[config.mk]
export PLATFORM = sky130hd
export DESIGN_NAME = ssrs_cell
export DESIGN_NICKNAME = d
export VERILOG_FILES = /design/src/design/ssrs_pkg.sv /design/src/design/ssrs_cell.sv
export SDC_FILE = /design/constraint.sdc
export NUM_CORES = 1
export LEC_CHECK = 0
export ABC_CLOCK_PERIOD_IN_PS = 1860
export BUFFER_PORTS_ARGS = -buffer_cell sky130_fd_sc_hd__buf_2
export CORE_MARGIN = 4
export CORE_UTILIZATION = 25
export CTS_BUF_LIST = sky130_fd_sc_hd__clkbuf_4 sky130_fd_sc_hd__clkbuf_8
export DETAILED_ROUTE_END_ITERATION = 12
export PLACE_DENSITY = 0.52
export SETUP_SLACK_MARGIN = 0.3
export SLEW_MARGIN = 20
export SYNTH_ARGS = -nofsm -noshare
export SYNTH_HDL_FRONTEND = slang
export SYNTH_SLANG_ARGS = --single-unit
[constraint.sdc]
create_clock -name clk -period 1.86 [get_ports clk]
set_clock_uncertainty 0.05 [all_clocks]
set_input_delay 0.093 -clock clk [delete_from_list [all_inputs] [get_ports clk]]
set_output_delay 0.093 -clock clk [all_outputs]
set_load 0.02 [all_outputs]
[src/design/ssrs_pkg.sv]
`timescale 1ns / 1ps
// shared constants, types and helpers for the shadow return stack checker
package ssrs_pkg;

    localparam int STACK_DEPTH = 64;
    localparam int ADDR_W      = 32;
    localparam int DEPTH_W     = 7;

    localparam logic [2:0] OUT_PUSHED   = 3'd0;
    localparam logic [2:0] OUT_FILTERED = 3'd1;
    localparam logic [2:0] OUT_MATCHED  = 3'd2;
    localparam logic [2:0] OUT_EMPTY    = 3'd3;
    localparam logic [2:0] OUT_MISMATCH = 3'd4;
    localparam logic [2:0] OUT_OVERFLOW = 3'd5;
    localparam logic [2:0] OUT_HALTED   = 3'd6;

    localparam logic [7:0] CALL_REL_OPC = 8'he8;

    typedef logic [ADDR_W-1:0] addr_t;

    // shift controls broadcast along the row of cells
    typedef struct packed {
        logic push;
        logic pop;
    } shift_t;

    function automatic logic call_filtered(
        input logic       ok,
        input logic [7:0] b0,
        input logic [7:0] b2
    );
        logic hit;
        hit = (b2 == 8'h6e) || (b2 == 8'h6d) || (b2 == 8'h6c) ||
              (b2 == 8'h08) || (b2 == 8'h6b) || (b2 == 8'h6f);
        return !ok || ((b0 == CALL_REL_OPC) && hit);
    endfunction

endpackage

[src/design/ssrs_cell.sv]
`timescale 1ns / 1ps
// one stack entry: takes the word above on a push, the word below on a pop
module ssrs_cell (
    input  logic            clk,
    input  ssrs_pkg::shift_t shift,
    input  ssrs_pkg::addr_t  from_above,
    input  ssrs_pkg::addr_t  from_below,
    output ssrs_pkg::addr_t  data
);

    ssrs_pkg::addr_t data_reg;
    ssrs_pkg::addr_t data_next;

    always_comb
    begin
        data_next = data_reg;
        if (shift.push)
        begin
            data_next = from_above;
        end
        else if (shift.pop)
        begin
            data_next = from_below;
        end
    end

    always_ff @(posedge clk)
    begin
        data_reg <= data_next;
    end

    assign data = data_reg;

endmodule

After elaboration in Yosys (flattened, before gate mapping) --
Index checks and enable logic that the tools add are counted. Widths: inputs -> output; s select.
Word-level totals: output and inout bits 32, bits of input ports 67, word-level logic and storage cells 4, flip-flop bits (word level) 32
Operators by class: multiplexer cells 2, reduce and logical (&&, ||, !) cells 1
Operator list (count):
- $mux 32 | 2
- $reduce_bool 2->1 | 1

Longest topological paths before layout --
Gate-level depths: netlist of run 1.
depth in word-level cells 2, gate-level depth with buffers 3, gate-level depth less buffers 1

Worst setup path after synthesis of run 1 --
Ideal clock, no wire load.
path type input-to-reg, start input port shift[1] (netlist bit), end register data_reg[0], in the netlist data[0] (enable), data required time 1.420 ns, library setup time 0.390 ns, buffers on the path 2, slack 0.304 ns, data arrival time 1.115 ns, stages 3, path through buf_6 buf_12 or2_1
Between the ends: cells in the longest elaborated chain, start to end 1
RTL lines:
- from (decl) | line ssrs_cell.sv:5 | input ssrs_pkg::shift_t shift,
- $reduce_bool 2->1 (no line)
- to (signal assigned) | line ssrs_cell.sv:29 | data_reg <= data_next;
- to (decl) | line ssrs_cell.sv:11 | ssrs_pkg::addr_t data_reg;
No other way between the ends. A chain may end at the register's enable or synchronous reset.

Worst setup path after layout of run 1 --
start input port shift[1] (netlist bit), end register data_reg[12], in the netlist data[12], data pin
Between the ends: cells in the longest elaborated chain, start to end 1
RTL lines:
- $mux 32 | line ssrs_cell.sv:17 | if (shift.push)
- named net data_next[12] | line ssrs_cell.sv:12 | ssrs_pkg::addr_t data_next;
The timed path passes the listed nets, and every way through them passes these cells.

==> qor.txt, run 1 <==
Synth area leaders - edfxtp_1 64%, mux2_4 29%, buf_12 4.0%
Gpl congestion - 0.655
Library cells used by synthesis - 6
Final Hold Fails - 0
Post-Syn Area - 1510 um^2
Max Fclk - 959 MHz
Remaining Overflow, GRT - 0
Starting Density - 25.6%
Layout cells sized above 1 - 81.1%
Max-slew headroom - 81.3%
Seq/Total Area, Yosys - 63.7%
Hold Startpoint - from_above[11]
TritonCTS clock tree - built
Worst endpoint required time - 1.84 ns
WHS - 0.0638 ns
Status - finished, final reports clean
Largest net degree at the start of global routing - 18
Vias in the first global route - 1030
Port bufs - 98
VDD IR-drop max - 0.461 mV
Most frequent cells in the layout - 98 x buf_2, 32 x edfxtp_1, 29 x mux2_4
Commonest non-fill, non-tap cell in the layout - buf_2
Synth Net Count - 136
Max-Cap Viols - 0
Setup Viol. Count Final - 0
Setup crit start kind - input pin
Sink Count - 32
Setup Fix Bufs, Post-CTS - 0
CTS H-tree depth - 2
Max clock buf depth - 2
I/O pin count - 99
Hold Crit Class - in2reg
Iter 0 DRT Violations - 7
Area Growth Syn to Fin - 43.4%
Worst slew pin tran - 0.280 ns
Worst-path clk slew - 0.07 ns
DRC - 0
First drt pass iteration count - 4
Post-route ant nets - 0
Die area - 7340 um^2
Total CTS buffers - 5
Die Wd - 85.7 um
First-pass GRT wire length - 5200 um
Post-CTS Hold Buffers - 0
Drt total wl - 3420 um
ANT cells - 0
Gr usage total - 9.28%
P per Cell Area - 895 nW/um^2
DR vias - 990
Worst Path Arrival - 1.02 ns
Period utilization - 56.1%
Crit Path Class - in2reg
Syn Area/Cell - 21.9 um^2
Final #Nets - 241
Hold Path Sink - data[11]
Vias/cell - 3.96
Core ar. - 5890 um^2
Crit-path max FO - 14
DIE HEIGHT - 85.7 um
Share of the synthesized area in the top cell type - 63.7%
LEAKAGE - 0.00104 uW
FP Rows - 28
Critical Path Sink Type - flop
Wire per inst - 13.7 um
CTS root buf - clkbuf_8
Setup TNS - 0 ns
Hold depth - 2
Post_cts resized - 0
Number of warnings issued by yosys - 0
Mapped Cells - 69
Yosys reg bits - 32
Yosys top cell by area - edfxtp_1
RSZ-0062 raised after global routing - no
Max FFs per register - 32
Initial antenna violation count - 0
DP HPWL - 2810 um
Max-slew violation count - 0
Final min period - 1.04 ns
## report_power, final
| group | switching, uW | internal (uW) | total, uW |
|---|---|---|---|
| combinational | 198 | 183 | 380 |
| sequential | 16.4 | 885 | 901 |
| clock | 241 | 412 | 653 |
| total | 456 | 1480 | 1930 |
## stage by stage
stage / area, um^2 / worst slack [ns] / total power (uW) / util, % / std cells
after floorplan: 1510 / 0.304 / 1160 / - / 69
after detailed placement: 2050 / 0.516 / 1310 / 34.8 / 242
after global placement: 2050 / 0.542 / 1300 / 34.8 / 242
after CTS: 2160 / 0.819 / 1970 / 36.7 / 250
final: 2160 / 0.817 / 1930 / 36.7 / 250
after global routing: 2160 / 0.777 / 2030 / 36.7 / 250
## area by class of cell
cell class | instances | area [um^2]
Sequential cell | 32 | 961
Timing Repair Buffer | 102 | 520
Tap cell | 75 | 93.8
Clock inverter | 2 | 35.0
Multi-Input combinational cell | 33 | 475
Fill cell | 582 | 3720
Clock buffer | 6 | 76.3
## how the worst max path moves through the flow
stage              from       end  slack, ns  cells after the start
5_1_grt        shift[1]  data[12]       0.78                      3
4_1_cts        shift[1]  data[12]       0.82                      3
3_5_place_dp   shift[1]  data[12]       0.52                      3
2_1_floorplan  shift[1]   data[0]       0.30                      3
3_3_place_gp   shift[1]  data[12]       0.54                      3
6_report       shift[1]  data[12]       0.82                      3
## layer usage
| metal | GRT usage (%) | part of all wire (%) | vias to the layer above |
|---|---|---|---|
| met5 | 0 | 0 | - |
| met4 | 4.32 | 1.9 | 0 |
| met3 | 2.79 | 9.6 | 5 |
| met2 | 16.5 | 51 | 52 |
| met1 | 10.1 | 38 | 455 |
| li1 | - | - | 478 |
## cells in the mapped netlist
cell type / number
edfxtp_1: 32
mux2_4: 29
buf_12: 3
mux2_2: 3
buf_6: 1
or2_1: 1
## critical path, stage by stage
cell and delay (ns):
buf_2 0.26, buf_4 0.33, mux2_4 0.33
## logic make-up (layout without fill, tap and decap cells)
kind of cell | Yosys count | count (layout) | share of synthesized area (%)
flops | 32 | 32 | 63.7
simple gates | 1 | 1 | 0.415
buf+inv | 4 | 110 | 4.73
mux | 32 | 32 | 31.1
(Power assumes the default switching activity.)
==> run 2, diff against run 1 <==
--- a/config.mk
+++ b/config.mk
@@ -5,13 +5,13 @@
 export SDC_FILE = /design/constraint.sdc
 export NUM_CORES = 1
 export LEC_CHECK = 0
-export ABC_CLOCK_PERIOD_IN_PS = 1860
+export ABC_CLOCK_PERIOD_IN_PS = 900
 export BUFFER_PORTS_ARGS = -buffer_cell sky130_fd_sc_hd__buf_2
 export CORE_MARGIN = 4
 export CORE_UTILIZATION = 25
 export CTS_BUF_LIST = sky130_fd_sc_hd__clkbuf_4 sky130_fd_sc_hd__clkbuf_8
 export DETAILED_ROUTE_END_ITERATION = 12
-export PLACE_DENSITY = 0.52
+export PLACE_DENSITY = 0.54
 export SETUP_SLACK_MARGIN = 0.3
 export SLEW_MARGIN = 20
 export SYNTH_ARGS = -nofsm -noshare
==> constraint.sdc (replaced) <==
create_clock -name clk -period 0.9 [get_ports clk]
set_clock_uncertainty 0.05 [all_clocks]
set_input_delay 0.045 -clock clk [delete_from_list [all_inputs] [get_ports clk]]
set_output_delay 0.045 -clock clk [all_outputs]
set_load 0.02 [all_outputs]
==> run 2 against run 1 <==
The flow now finishes with violations (negative setup slack). Largest power group unchanged. First-iteration DRC count increased by 29%. Sequential share of layout area shrank 6.9 points. Critical path depth decreased by 2. Setup slack worse by 0.84 ns. Final cell count increased by 3.2%. Critical endpoint is now data[27]. Clock power rose by 110%. Global-route usage grew 0.76 points. Count of clock-buffer cells in the layout unchanged. Routed wire length rose by 13%. Core utilization increased by 6.7 points.
==> qor.txt, run 2 (synthesis gave the netlist of run 1 again) <==
Starting Density - 25.6% (unchanged)
Die Wd - 85.7 um (unchanged)
Max-slew violation count - 0 (unchanged)
Sink Count - 32 (unchanged)
CP Cell Sequence - buf_6 (was buf_2 > buf_4 > mux2_4)
Slowest stage delay, CP - 0.40 ns (was 0.33 ns)
Remaining Overflow, GRT - 0 (unchanged)
Post-CTS Hold Buffers - 0 (unchanged)
Place WS - -0.168 ns (was 0.516 ns)
Post-route ant nets - 0 (unchanged)
Max Fclk - 1080 MHz
First drt pass iteration count - 2 (was 4)
Crit-path max FO - 1 (was 14)
Final Hold Fails - 0 (unchanged)
Slowest stage cell on the critical path - edfxtp_1 (was buf_4)
Vias/cell - 3.97 (was 3.96)
Total CTS buffers - 5 (unchanged)
Drt total wl - 3850 um (was 3420 um)
WHS - 0.0190 ns (was 0.0638 ns)
Wire per inst - 14.9 um (was 13.7 um)
Port bufs - 98 (unchanged)
Gpl congestion - 0.663 (was 0.655)
DRC - 0 (unchanged)
P per Cell Area - 1690 nW/um^2 (was 895 nW/um^2)
Crit path max-delay family - flip-flops (was buffers and inverters)
VDD IR-drop max - 0.978 mV (was 0.461 mV)
FP Rows - 28 (unchanged)
RSZ-0062 raised after global routing - yes (was no)
TritonCTS clock tree - built (unchanged)
Max-Cap Viols - 0 (unchanged)
Max-slew headroom - 90.4% (was 81.3%)
CTS root buf - clkbuf_8 (unchanged)
Setup Viol. Count Final - 10 (was 0)
Iter 0 DRT Violations - 9 (was 7)
Failing checks - negative setup slack
Initial antenna violation count - 0 (unchanged)
Setup crit start kind - flop (was input pin)
Worst Path Arrival - 0.83 ns (was 1.02 ns)
Final #Nets - 249 (was 241)
Non-filler cells in the finished layout - 258 (was 250)
DIE HEIGHT - 85.7 um (unchanged)
ANT cells - 0 (unchanged)
Core ar. - 5890 um^2 (unchanged)
I/O pin count - 99 (unchanged)
Most frequent cells in the layout - 72 x buf_2, 32 x mux2_4, 32 x edfxtp_1 (was 98 x buf_2, 32 x edfxtp_1, 29 x mux2_4)
Max clock buf depth - 2 (unchanged)
Final min period - 0.925 ns
Die area - 7340 um^2 (unchanged)
CP Buf/Inv Count - 1 (was 2)
Period utilization - 103%
Area Growth Syn to Fin - 69.5% (was 43.4%)
DR vias - 1023 (was 990)
Worst slew pin tran - 0.144 ns (was 0.280 ns)
Layout cells sized above 1 - 82.5% (was 81.1%)
LEAKAGE - 0.00120 uW (was 0.00104 uW)
Commonest non-fill, non-tap cell in the layout - buf_2 (unchanged)
Worst endpoint required time - 0.81 ns (was 1.84 ns)
Worst-path clk slew - 0.07 ns (about the same)
Crit Path Class - reg2out (was in2reg)
Pwr Total - 4310 uW (was 1930 uW)
Max FFs per register - 32 (unchanged)
Hold Crit Class - in2reg (unchanged)
CTS H-tree depth - 2 (unchanged)
Critical Path Sink Type - output pin (was flop)
Final Util - 43.4% (was 36.7%)
Setup WS post-layout - -0.0250 ns (was 0.817 ns)
Largest net degree at the start of global routing - 17 (was 18)
Vias in the first global route - 1128 (was 1030)
Gr usage total - 10.0% (was 9.28%)
First-pass GRT wire length - 5600 um (was 5200 um)
Post-Place Cells - 241 (was 242)
Status - finished with violations (was finished, final reports clean)
-- run 2: area by class of cell --
type	instances	area, um^2
clock buffer	6	76.3
clock inverter	2	35.0
fill	556	3330
multi-input combinational	36	515
sequential	32	961
tap	75	93.8
timing repair buffer	107	875
-- run 2: power breakdown --
group	internal, uW	total [uW]	switching (uW)
registers	1830	1900	69.4
clock network	851	1350	499
logic	625	1060	436
-- run 2: path summary, 6_finish.rpt --
| check | startpoint | endpoint | slack [ns] | cells past startpoint |
|---|---|---|---|---|
| worst min-delay path | from_below[16] | data[16] | 0.02 | 2 |
| worst max-delay path | data[27] | data[27] | -0.02 | 1 |
-- run 2: routing by layer --
metal | wire length (um) | GRT usage, %
met1 | 1430 | 11.2
met2 | 2080 | 18.5
met3 | 303 | 2.40
met4 | 36 | 3.45
met5 | 0 | 0
-- run 2: metrics by stage --
step                instance area, um^2  TNS, ns
floorplan                          1520    -3.03
global placement                   2060    -8.00
detailed placement                 2060    -8.38
CTS                                2480   -0.362
global route                       2560   -0.976
finish                             2560   -0.122
-- run 2: repair_timing --
item	in CTS	in global routing
endpoints found under the setup margin	96	85
gates resized for setup	50	20
pin swaps	2	1
gates cloned	6	1
setup buffers	2	0
